## config.mk

```make
export PLATFORM = sky130hd
export DESIGN_NAME = stop_table_geometric_interpolator_flat
export DESIGN_NICKNAME = d
export VERILOG_FILES = /design/src/hdl/stgi_pkg.sv /design/src/hdl/stgi_if.sv /design/src/hdl/stgi_table.sv /design/src/hdl/stgi_mul.sv /design/src/hdl/stop_table_geometric_interpolator.sv /design/src/flat_wrapper.sv
export SDC_FILE = /design/constraint.sdc
export NUM_CORES = 2
export LEC_CHECK = 0
export BUFFER_PORTS_ARGS = -buffer_cell sky130_fd_sc_hd__buf_2
export CAP_MARGIN = 5
export CELL_PAD_IN_SITES_DETAIL_PLACEMENT = 0
export CELL_PAD_IN_SITES_GLOBAL_PLACEMENT = 2
export CORE_ASPECT_RATIO = 1.2
export CORE_UTILIZATION = 45
export DETAILED_ROUTE_END_ITERATION = 10
export HOLD_SLACK_MARGIN = 0.06
export PLACE_DENSITY_LB_ADDON = 0.1
export SLEW_MARGIN = 15
export SYNTH_ARGS = -nofsm -noshare
export SYNTH_HDL_FRONTEND = slang
export SYNTH_HIERARCHICAL = 1
export SYNTH_SLANG_ARGS = --single-unit
```

## constraint.sdc

```tcl
create_clock -name clk -period 13.77 [get_ports clk]
set_input_delay 0.6885 -clock clk [delete_from_list [all_inputs] [get_ports clk]]
set_output_delay 0.6885 -clock clk [all_outputs]
set_load 0.005 [all_outputs]
```

## src/hdl/stgi_pkg.sv

```systemverilog
// shared constants, widths, status codes and the exp2 root table
// no dependencies
package stgi_pkg;

	localparam int MAX_STOPS = 8;
	localparam int IDX_W = (MAX_STOPS > 1) ? $clog2(MAX_STOPS) : 1;
	localparam int CNT_W = $clog2(MAX_STOPS + 1);

	localparam int ZOOM_W = 13;
	localparam int VAL_W = 32;
	localparam int SIDX_W = 3;
	localparam int CFG_W = 4;
	localparam int STAT_W = 3;
	localparam int EXP_STEPS = 16;

	localparam logic [STAT_W-1:0] ST_WRITE = 3'd0;
	localparam logic [STAT_W-1:0] ST_INTERP = 3'd1;
	localparam logic [STAT_W-1:0] ST_EQUAL = 3'd2;
	localparam logic [STAT_W-1:0] ST_UPPER = 3'd3;
	localparam logic [STAT_W-1:0] ST_LOWER = 3'd4;
	localparam logic [STAT_W-1:0] ST_NONE = 3'd5;

	localparam logic [VAL_W-1:0] ONE_Q16 = 32'h0001_0000;
	localparam logic [VAL_W-1:0] SAT_VAL = 32'hFFFF_FFFF;
	localparam logic [31:0] ACC_ONE = 32'h4000_0000;

	// root of 2^(2^-k) in q2.30, chained integer square roots from 2.0
	function automatic logic [31:0] exp_root(input int k);
		logic [63:0] root;
		logic [63:0] v;
		logic [63:0] res;
		logic [63:0] b;
		root = 64'h8000_0000;
		for (int j = 0; j < k; j++) begin
			v = root << 30;
			res = '0;
			b = 64'h1 << 62;
			for (int i = 0; i < 32; i++) begin
				if (v >= res + b) begin
					v = v - (res + b);
					res = (res >> 1) + b;
				end else begin
					res = res >> 1;
				end
				b = b >> 2;
			end
			root = res;
		end
		return root[31:0];
	endfunction

	localparam logic [31:0] EXP_ROOTS [EXP_STEPS] = '{
		exp_root(1), exp_root(2), exp_root(3), exp_root(4),
		exp_root(5), exp_root(6), exp_root(7), exp_root(8),
		exp_root(9), exp_root(10), exp_root(11), exp_root(12),
		exp_root(13), exp_root(14), exp_root(15), exp_root(16)
	};

endpackage

```

## src/hdl/stgi_if.sv

```systemverilog
// input and result channel interfaces, valid/ready with payload
// depends on stgi_pkg
interface stgi_in_if;
	import stgi_pkg::*;
	logic valid;
	logic ready;
	logic action;
	logic [SIDX_W-1:0] stop_index;
	logic [ZOOM_W-1:0] stop_zoom;
	logic [VAL_W-1:0] stop_value;
	logic [ZOOM_W-1:0] zoom;
	modport source (output valid, action, stop_index, stop_zoom, stop_value, zoom,
		input ready);
	modport sink (input valid, action, stop_index, stop_zoom, stop_value, zoom,
		output ready);
endinterface

interface stgi_out_if;
	import stgi_pkg::*;
	logic valid;
	logic ready;
	logic [VAL_W-1:0] value;
	logic [STAT_W-1:0] status;
	modport source (output valid, value, status, input ready);
	modport sink (input valid, value, status, output ready);
endinterface

```

## src/hdl/stgi_table.sv

```systemverilog
// stop table storage, one write port and one registered read port
// depends on stgi_pkg
module stgi_table (
	input  logic                       clk,
	input  logic                       we,
	input  logic [stgi_pkg::IDX_W-1:0] waddr,
	input  logic [stgi_pkg::ZOOM_W-1:0] wzoom,
	input  logic [stgi_pkg::VAL_W-1:0] wvalue,
	input  logic [stgi_pkg::IDX_W-1:0] raddr,
	output logic [stgi_pkg::ZOOM_W-1:0] rzoom,
	output logic [stgi_pkg::VAL_W-1:0] rvalue
);
	import stgi_pkg::*;

	logic [ZOOM_W-1:0] zoom_mem [MAX_STOPS];
	logic [VAL_W-1:0] value_mem [MAX_STOPS];

	always_ff @(posedge clk) begin
		if (we) begin
			zoom_mem[waddr] <= wzoom;
			value_mem[waddr] <= wvalue;
		end
		rzoom <= zoom_mem[raddr];
		rvalue <= value_mem[raddr];
	end

endmodule

```

## src/hdl/stgi_mul.sv

```systemverilog
// shared 32 by 32 unsigned multiplier with registered product
// depends on nothing
module stgi_mul (
	input  logic        clk,
	input  logic [31:0] a,
	input  logic [31:0] b,
	output logic [63:0] p_q
);

	always_ff @(posedge clk) begin
		p_q <= 64'(a) * 64'(b);
	end

endmodule

```

## src/hdl/stop_table_geometric_interpolator.sv

```systemverilog
// top level: sequencer, scan, divider, log2/exp2 steps and result register
// depends on stgi_pkg, stgi_if, stgi_table, stgi_mul
//
// Evaluates a geometric interpolation over a table of stops. A write beat goes
// straight to the finish state. An evaluate beat reads and compares each scanned
// stop, then finishes at once unless it interpolates. An interpolated beat runs
// the divider and, unless a stop value is zero, two log2 passes of normalize and
// square/normalize steps, then the exp2 steps and a final multiply and shift.
// Every multiply goes through the one shared registered multiplier; the block
// takes no new beat until the current one has finished.
// A finished result waits in the output register while the next beat is taken.
module stop_table_geometric_interpolator (
	input  logic                        clk,
	input  logic                        arst_n,
	input  logic                        cfg_wr_en,
	input  logic [stgi_pkg::CFG_W-1:0]  cfg_wr_data,
	stgi_in_if.sink                     in_ch,
	stgi_out_if.source                  out_ch
);
	import stgi_pkg::*;

	localparam logic [4:0] S_IDLE = 5'd0;
	localparam logic [4:0] S_SCAN_RD = 5'd1;
	localparam logic [4:0] S_SCAN_CMP = 5'd2;
	localparam logic [4:0] S_DECIDE = 5'd3;
	localparam logic [4:0] S_DIV = 5'd4;
	localparam logic [4:0] S_POST = 5'd5;
	localparam logic [4:0] S_LZ = 5'd6;
	localparam logic [4:0] S_LZ_W = 5'd7;
	localparam logic [4:0] S_NORM = 5'd8;
	localparam logic [4:0] S_SQ_MUL = 5'd9;
	localparam logic [4:0] S_SQ_NRM = 5'd10;
	localparam logic [4:0] S_DIFF = 5'd11;
	localparam logic [4:0] S_PM_W = 5'd12;
	localparam logic [4:0] S_EXP = 5'd13;
	localparam logic [4:0] S_EXP_W = 5'd14;
	localparam logic [4:0] S_FMUL = 5'd15;
	localparam logic [4:0] S_FMUL_W = 5'd16;
	localparam logic [4:0] S_FIN = 5'd17;

	logic [4:0] state_q;
	logic [CFG_W-1:0] stop_count_q;

	logic [ZOOM_W-1:0] z_q, lo_z_q, hi_z_q;
	logic [VAL_W-1:0] lo_v_q, hi_v_q;
	logic has_lo_q, has_hi_q;
	logic [CNT_W-1:0] scan_i_q, cnt_q;

	logic [13:0] rem_q;
	logic [16:0] fac_q;
	logic [4:0] step_q;

	logic which_q;
	logic [31:0] m_q;
	logic [4:0] e_q;
	logic [15:0] frac_q;
	logic [20:0] lhi_q;

	logic neg_q;
	logic [6:0] n_q;
	logic [15:0] r_q;
	logic [31:0] acc_q;

	logic [VAL_W-1:0] res_q;
	logic [STAT_W-1:0] st_q;

	logic out_v_q;
	logic [VAL_W-1:0] out_val_q;
	logic [STAT_W-1:0] out_st_q;

	logic [ZOOM_W-1:0] rd_zoom;
	logic [VAL_W-1:0] rd_value;
	logic [31:0] mul_a, mul_b;
	logic [63:0] mul_p;

	logic in_acc;
	logic tbl_we;
	logic [13:0] span;
	logic div_bit;
	logic [13:0] rem_sub;
	logic [32:0] sq;
	logic [15:0] frac_nx;
	logic [21:0] diff;
	logic [20:0] mag;
	logic [21:0] pmag;
	logic [21:0] pmag_up;
	logic [3:0] step4;
	logic r_bit;
	logic [6:0] shamt;
	logic [65:0] shifted;

	assign in_acc = in_ch.valid && in_ch.ready;
	assign in_ch.ready = (state_q == S_IDLE);
	assign tbl_we = in_acc && !in_ch.action && (32'(in_ch.stop_index) < MAX_STOPS);

	assign out_ch.valid = out_v_q;
	assign out_ch.value = out_val_q;
	assign out_ch.status = out_st_q;

	assign span = {1'b0, hi_z_q} - {1'b0, lo_z_q};
	assign div_bit = (rem_q >= span);
	assign rem_sub = div_bit ? (rem_q - span) : rem_q;
	assign sq = mul_p[63:31];
	assign frac_nx = {frac_q[14:0], sq[32]};
	assign diff = {1'b0, lhi_q} - {1'b0, e_q, frac_q};
	assign mag = diff[21] ? 21'(-diff) : diff[20:0];
	assign pmag = mul_p[37:16];
	assign pmag_up = pmag + 22'h00FFFF;
	assign step4 = step_q[3:0];
	assign r_bit = r_q[4'd15 - step4];
	assign shamt = 7'd32 - n_q;
	assign shifted = {mul_p, 2'b00} >> shamt;

	stgi_table u_table (
		.clk    (clk),
		.we     (tbl_we),
		.waddr  (IDX_W'(in_ch.stop_index)),
		.wzoom  (in_ch.stop_zoom),
		.wvalue (in_ch.stop_value),
		.raddr  (scan_i_q[IDX_W-1:0]),
		.rzoom  (rd_zoom),
		.rvalue (rd_value)
	);

	stgi_mul u_mul (
		.clk (clk),
		.a   (mul_a),
		.b   (mul_b),
		.p_q (mul_p)
	);

	always_comb begin
		mul_a = '0;
		mul_b = '0;
		unique case (state_q)
			S_LZ: begin
				mul_a = 32'(fac_q);
				mul_b = hi_v_q;
			end
			S_SQ_MUL: begin
				mul_a = m_q;
				mul_b = m_q;
			end
			S_DIFF: begin
				mul_a = 32'(mag);
				mul_b = 32'(fac_q);
			end
			S_EXP: begin
				mul_a = acc_q;
				mul_b = EXP_ROOTS[step4];
			end
			S_FMUL: begin
				mul_a = lo_v_q;
				mul_b = acc_q;
			end
			default: begin
				mul_a = '0;
				mul_b = '0;
			end
		endcase
	end

	always_ff @(posedge clk or negedge arst_n) begin
		if (!arst_n) begin
			stop_count_q <= '0;
		end else if (cfg_wr_en) begin
			stop_count_q <= cfg_wr_data;
		end
	end

	always_ff @(posedge clk or negedge arst_n) begin
		if (!arst_n) begin
			state_q <= S_IDLE;
			out_v_q <= 1'b0;
		end else begin
			if (state_q == S_FIN && (!out_v_q || out_ch.ready)) begin
				out_v_q <= 1'b1;
			end else if (out_ch.ready) begin
				out_v_q <= 1'b0;
			end
			unique case (state_q)
				S_IDLE: begin
					if (in_acc) begin
						state_q <= in_ch.action ? S_SCAN_RD : S_FIN;
					end
				end
				S_SCAN_RD: state_q <= (scan_i_q == cnt_q) ? S_DECIDE : S_SCAN_CMP;
				S_SCAN_CMP: state_q <= S_SCAN_RD;
				S_DECIDE: begin
					if (has_lo_q && has_hi_q && lo_z_q != hi_z_q && lo_v_q != hi_v_q) begin
						state_q <= S_DIV;
					end else begin
						state_q <= S_FIN;
					end
				end
				S_DIV: if (step_q == 5'd16) state_q <= S_POST;
				S_POST: begin
					priority if (lo_v_q == '0) state_q <= S_LZ;
					else if (hi_v_q == '0) state_q <= S_FIN;
					else state_q <= S_NORM;
				end
				S_LZ: state_q <= S_LZ_W;
				S_LZ_W: state_q <= S_FIN;
				S_NORM: if (m_q[31]) state_q <= S_SQ_MUL;
				S_SQ_MUL: state_q <= S_SQ_NRM;
				S_SQ_NRM: begin
					priority if (step_q != 5'd15) state_q <= S_SQ_MUL;
					else if (!which_q) state_q <= S_NORM;
					else state_q <= S_DIFF;
				end
				S_DIFF: state_q <= S_PM_W;
				S_PM_W: state_q <= S_EXP;
				S_EXP: begin
					priority if (r_bit) state_q <= S_EXP_W;
					else if (step_q == 5'd15) state_q <= S_FMUL;
					else state_q <= S_EXP;
				end
				S_EXP_W: state_q <= (step_q == 5'd15) ? S_FMUL : S_EXP;
				S_FMUL: state_q <= S_FMUL_W;
				S_FMUL_W: state_q <= S_FIN;
				S_FIN: begin
					if (!out_v_q || out_ch.ready) begin
						state_q <= S_IDLE;
					end
				end
				default: state_q <= S_IDLE;
			endcase
		end
	end

	always_ff @(posedge clk) begin
		if (state_q == S_FIN && (!out_v_q || out_ch.ready)) begin
			out_val_q <= res_q;
			out_st_q <= st_q;
		end
		unique case (state_q)
			S_IDLE: begin
				z_q <= in_ch.zoom;
				scan_i_q <= '0;
				has_lo_q <= 1'b0;
				has_hi_q <= 1'b0;
				res_q <= '0;
				st_q <= ST_WRITE;
				cnt_q <= (32'(stop_count_q) > MAX_STOPS) ? CNT_W'(MAX_STOPS)
					: CNT_W'(stop_count_q);
			end
			S_SCAN_CMP: begin
				if (rd_zoom <= z_q && (!has_lo_q || lo_z_q < rd_zoom)) begin
					has_lo_q <= 1'b1;
					lo_z_q <= rd_zoom;
					lo_v_q <= rd_value;
				end
				if (rd_zoom >= z_q && (!has_hi_q || hi_z_q > rd_zoom)) begin
					has_hi_q <= 1'b1;
					hi_z_q <= rd_zoom;
					hi_v_q <= rd_value;
				end
				scan_i_q <= scan_i_q + 1'b1;
			end
			S_DECIDE: begin
				rem_q <= {1'b0, z_q} - {1'b0, lo_z_q};
				fac_q <= '0;
				step_q <= '0;
				priority if (has_lo_q && has_hi_q) begin
					if (lo_z_q == hi_z_q || lo_v_q == hi_v_q) begin
						res_q <= lo_v_q;
						st_q <= ST_EQUAL;
					end else begin
						st_q <= ST_INTERP;
					end
				end else if (has_hi_q) begin
					res_q <= hi_v_q;
					st_q <= ST_UPPER;
				end else if (has_lo_q) begin
					res_q <= lo_v_q;
					st_q <= ST_LOWER;
				end else begin
					res_q <= ONE_Q16;
					st_q <= ST_NONE;
				end
			end
			S_DIV: begin
				rem_q <= {rem_sub[12:0], 1'b0};
				fac_q <= {fac_q[15:0], div_bit};
				step_q <= step_q + 1'b1;
			end
			S_POST: begin
				res_q <= (fac_q == '0) ? lo_v_q : '0;
				m_q <= hi_v_q;
				e_q <= 5'd31;
				which_q <= 1'b0;
			end
			S_LZ_W: res_q <= mul_p[47:16];
			S_NORM: begin
				step_q <= '0;
				frac_q <= '0;
				if (!m_q[31]) begin
					m_q <= {m_q[30:0], 1'b0};
					e_q <= e_q - 1'b1;
				end
			end
			S_SQ_NRM: begin
				frac_q <= frac_nx;
				step_q <= step_q + 1'b1;
				if (step_q == 5'd15 && !which_q) begin
					lhi_q <= {e_q, frac_nx};
					which_q <= 1'b1;
					m_q <= lo_v_q;
					e_q <= 5'd31;
				end else begin
					m_q <= sq[32] ? sq[32:1] : sq[31:0];
				end
			end
			S_DIFF: neg_q <= diff[21];
			S_PM_W: begin
				acc_q <= ACC_ONE;
				step_q <= '0;
				if (neg_q) begin
					n_q <= 7'(-{1'b0, pmag_up[21:16]});
					r_q <= 16'(-pmag);
				end else begin
					n_q <= {1'b0, pmag[21:16]};
					r_q <= pmag[15:0];
				end
			end
			S_EXP: if (!r_bit) step_q <= step_q + 1'b1;
			S_EXP_W: begin
				acc_q <= mul_p[61:30];
				step_q <= step_q + 1'b1;
			end
			S_FMUL_W: res_q <= (shifted[65:32] != '0) ? SAT_VAL : shifted[31:0];
			default: begin
			end
		endcase
	end

`ifndef SYNTH
	a_busy_after_beat: assert property (@(posedge clk) disable iff (!arst_n)
		in_acc |=> !in_ch.ready)
		else $error("input ready while a beat is in work");
	a_write_zero: assert property (@(posedge clk) disable iff (!arst_n)
		(out_ch.valid && out_ch.status == ST_WRITE) |-> (out_ch.value == '0))
		else $error("write result with nonzero value");
	a_none_one: assert property (@(posedge clk) disable iff (!arst_n)
		(out_ch.valid && out_ch.status == ST_NONE) |-> (out_ch.value == ONE_Q16))
		else $error("empty table result is not one");
	a_fin_loads: assert property (@(posedge clk) disable iff (!arst_n)
		(state_q == S_FIN && !out_v_q) |=> (out_v_q && state_q == S_IDLE))
		else $error("finished result not loaded");
`endif

endmodule
```

## src/flat_wrapper.sv

```systemverilog
// flat-port wrapper written by rule: the top's interface ports become plain ports
module stop_table_geometric_interpolator_flat import stgi_pkg::*;
  (clk, arst_n, cfg_wr_en, cfg_wr_data, in_ch_valid, in_ch_action, in_ch_stop_index, in_ch_stop_zoom, in_ch_stop_value, in_ch_zoom, in_ch_ready, out_ch_valid, out_ch_value, out_ch_status, out_ch_ready);
  stgi_in_if in_ch_i ();
  stgi_out_if out_ch_i ();
  input  logic clk;
  input  logic arst_n;
  input  logic cfg_wr_en;
  input  logic [stgi_pkg::CFG_W-1:0] cfg_wr_data;
  input wire logic [$bits(in_ch_i.valid)-1:0] in_ch_valid;
  input wire logic [$bits(in_ch_i.action)-1:0] in_ch_action;
  input wire logic [$bits(in_ch_i.stop_index)-1:0] in_ch_stop_index;
  input wire logic [$bits(in_ch_i.stop_zoom)-1:0] in_ch_stop_zoom;
  input wire logic [$bits(in_ch_i.stop_value)-1:0] in_ch_stop_value;
  input wire logic [$bits(in_ch_i.zoom)-1:0] in_ch_zoom;
  output wire logic [$bits(in_ch_i.ready)-1:0] in_ch_ready;
  output wire logic [$bits(out_ch_i.valid)-1:0] out_ch_valid;
  output wire logic [$bits(out_ch_i.value)-1:0] out_ch_value;
  output wire logic [$bits(out_ch_i.status)-1:0] out_ch_status;
  input wire logic [$bits(out_ch_i.ready)-1:0] out_ch_ready;
  assign in_ch_i.valid = in_ch_valid;
  assign in_ch_i.action = in_ch_action;
  assign in_ch_i.stop_index = in_ch_stop_index;
  assign in_ch_i.stop_zoom = in_ch_stop_zoom;
  assign in_ch_i.stop_value = in_ch_stop_value;
  assign in_ch_i.zoom = in_ch_zoom;
  assign in_ch_ready = in_ch_i.ready;
  assign out_ch_valid = out_ch_i.valid;
  assign out_ch_value = out_ch_i.value;
  assign out_ch_status = out_ch_i.status;
  assign out_ch_i.ready = out_ch_ready;
  stop_table_geometric_interpolator u_core (.clk(clk), .arst_n(arst_n), .cfg_wr_en(cfg_wr_en), .cfg_wr_data(cfg_wr_data), .in_ch(in_ch_i), .out_ch(out_ch_i));
endmodule
```

==> flow_metrics.tcl <==
set metrics [dict create \
    outcome "complete, but fails checks" \
    violations "DRC" \
    synthFlopType "edfxtp_1" \
    ir_drop_mv 0.119 \
    first_global_vias 55000 \
    synth_edf_count 710 \
    syn2layout_area_growth_pct 7.74 \
    vias_per_cell 5.83 \
    drive_above_1_share_pct 8.59 \
    critPathArrivalTime_ps 12080 \
    synth-seq-cells 829 \
    cts_buffers 85 \
    crit_path_start_kind "flip-flop" \
    final_common_cell "inv_1" \
    rows 163 \
    port_buffers 107 \
    drcViolationCount 6 \
    leakagePower_nw 34.7 \
    gp_congestion 0.964 \
    internal_power_mw 5.43 \
    p_sw_mw 2.76 \
    root_buffer "clkbuf_16" \
    cp.required_ps 14350 \
    seq_power_share_pct 42.4 \
    power_mw 8.18 \
    fp.dieH_um 450 \
    hp-class "input port to flip-flop" \
    ant_nets 0 \
    async_flop_share_pct 1.21 \
    fin_crit_ps 11500 \
    critPathBufInv 3 \
    antenna_found_initial 27 \
    setup_viol 0 \
    vias 52800 \
    insertion_delay_ps 710 \
    num-nets-final 8183 \
    pwr-share-clk_pct 29.8 \
    netSwitchingFraction_pct 33.7 \
    cp-end-kind "flip-flop" \
    crit_top_cell "fa_1" \
    final_cell_count_no_fill 9057 \
    final.setup_skew_ps 48.5 \
    rsz0062_at_grt "no" \
    postSynthAreaPerCell_um2 10.8 \
    cp_slowest_cell "nor4_1" \
    hold_violations 0 \
    tns_ps 0 \
    clock.fmax_mhz 86.9 \
    cts_sinks 829 \
    die-area_mm2 0.169 \
    clk_pin_slew_ps 60 \
    cp_max_fo 32 \
    cts_tree "yes" \
    drtPass1Iterations 11 \
    globalRouteTotalUtil_pct 28.7 \
    h-tree-depth 3 \
    core_area_mm2 0.165 \
    dp.cells 8893 \
    yosys_warnings 6 \
    grt_max_degree 78 \
    cts_hold_buf 1 \
    max_cap_viol_count 0 \
    crit_family "adder cells" \
    critPathKind "flip-flop to flip-flop" \
    slew_headroom_pct 16.9 \
    drt_iter0_markers 4514 \
    die_width_um 375 \
    tightest_slew_ps 1250 \
    grt_pass1_wl_um 360000 \
    max_stage_delay_ps 730 \
    period_share_pct 83.5 \
    powerDensity_mw_per_mm2 101 \
    layout_common_cells "inv_1 (973), fa_1 (900), nand2_1 (764)" \
    place_hpwl_um 172000 \
    cts_buffer_depth 3 \
    seq_area_frac_synth_pct 31.6 \
    initial_core_util_pct 45.5 \
    syn_inst 6928 \
    io_pins 108 \
    wirelength_um 240000 \
    power_frac_comb_pct 27.9 \
    syn-cell-area_mm2 0.0751 \
    synth.distinct_cells 109 \
    wl_per_cell_um 26.5 \
    synth_fp_nets 8275 \
    grt_overflow 0 \
    cts_resized 0 \
    maxSlewViolCount 0 \
    post_cts.repair.setup_buffers 0 \
]
## synthesized netlist by cell type, types with 49 or more instances
library cell / count / share of area, %
mux2_2: 64 / 0.96
nand3_1: 78 / 0.52
nor2_1: 218 / 1.1
a21oi_1: 199 / 1.3
nor3_1: 53 / 0.35
ha_1: 376 / 6.3
mux4_2: 49 / 1.5
and3_1: 66 / 0.55
clkbuf_1: 342 / 1.7
fa_1: 900 / 24
edfxtp_1: 710 / 28
xor2_1: 51 / 0.59
xnor2_1: 146 / 1.7
nand2_1: 775 / 3.9
mux2i_1: 101 / 1.3
mux4_1: 91 / 3.2
a21o_1: 53 / 0.53
dfxtp_1: 109 / 2.9
o21ai_0: 170 / 1.1
and2_1: 621 / 5.2
inv_1: 976 / 4.9
a22oi_1: 76 / 0.76
## power groups by stage
stage / Combinational [mW] / Sequential, mW / Clock, mW
floorplan: 1.55 / 3.35 / 0
global placement: 2.26 / 3.50 / 0
detailed placement: 2.27 / 3.51 / 0
CTS: 2.28 / 3.46 / 2.49
global route: 2.47 / 3.49 / 2.58
finish: 2.28 / 3.47 / 2.44
## worst paths after layout
path                                                           to  depth (start not counted)  slack [ps]                            from
worst max-delay path                 u_core/u_mul/p_q[61]$_DFF_P_                         33        2270  u_core/frac_q[0]$_SDFFCE_PN0N_
worst min-delay path                      u_core/z_q[8]$_DFFE_PP_                          1         160                   in_ch_zoom[8]
worst max register to register       u_core/u_mul/p_q[61]$_DFF_P_                         33        2270  u_core/frac_q[0]$_SDFFCE_PN0N_
worst min register to register  u_core/out_ch.value[20]$_DFFE_PP_                          0         420      u_core/res_q[20]$_DFFE_PP_
max in group asynchronous         u_core/out_ch.valid$_DFFE_PN0P_                          2       13170                          arst_n
min in group asynchronous           u_core/state_q[2]$_DFFE_PN0P_                          2         400                          arst_n
## metrics by stage
stage / setup slack [ps] / area [um2] / utilization, % / hold WS (ps)
finish: 2270 / 80900 / 49.0 / 156
global route: 1570 / 80900 / 49.0 / 113
CTS: 2280 / 80900 / 49.0 / 93.4
detailed placement: 2300 / 77900 / 47.2 / 405
global placement: 2530 / 77900 / 47.2 / 402
floorplan: 3820 / 75100 / - / 393
## layout make-up
type | count | area, um2
Tap cell | 2145 | 2680
Sequential cell | 829 | 23800
Antenna cell | 5 | 12.5
Inverter | 978 | 3670
Clock inverter | 48 | 662
Multi-Input combinational cell | 4708 | 46300
Clock buffer | 110 | 2340
Fill cell | 15200 | 84200
Timing Repair Buffer | 234 | 1500
## flip-flops by register name, summed over array words and instances, names as in the netlist, 21 cells and up
register	cells
u_core/u_table/value_mem	256
u_core/u_table/zoom_mem	104
u_core/u_mul/p_q	64
u_core/acc_q	32
u_core/hi_v_q	32
u_core/lo_v_q	32
u_core/m_q	32
u_core/out_ch.value	32
u_core/res_q	32
u_core/u_table/rvalue	32
u_core/lhi_q	21
## worst reg2reg max path: cells and delay by family (launching register included)
family | cells | cell delay [ps]
AOI/OAI and AO/OA | 12 | 2740
DFF | 1 | 400
buffers and inverters | 3 | 380
and+or+nand+nor | 5 | 2080
adders and majority gates | 11 | 5080
xor gates and xnor gates | 2 | 690
## layer usage
layer | vias up | share of wire, % | wire (um) | global-route usage (%)
met5 | - | 0.042 | 101 | 0
met4 | 16 | 4.6 | 11100 | 11.3
met3 | 488 | 6.4 | 15400 | 4.56
met2 | 1886 | 48 | 114000 | 47.4
met1 | 27300 | 41 | 99400 | 37.9
li1 | 23100 | - | - | -
## kinds of logic (layout without fill, tap and decap cells)
group,after synthesis,count (layout),synth area share [%]
and+or+nand+nor,2025,2025,13.5
other,0,5,0
adders and majority gates,1276,1276,30.2
AOI/OAI and AO/OA,903,903,8.18
buffers and inverters,1391,1370,7.20
muxes,307,307,6.99
DFF,829,829,31.6
xor gates and xnor gates,197,197,2.30
Note: power is estimated with default switching activity, not from simulation.
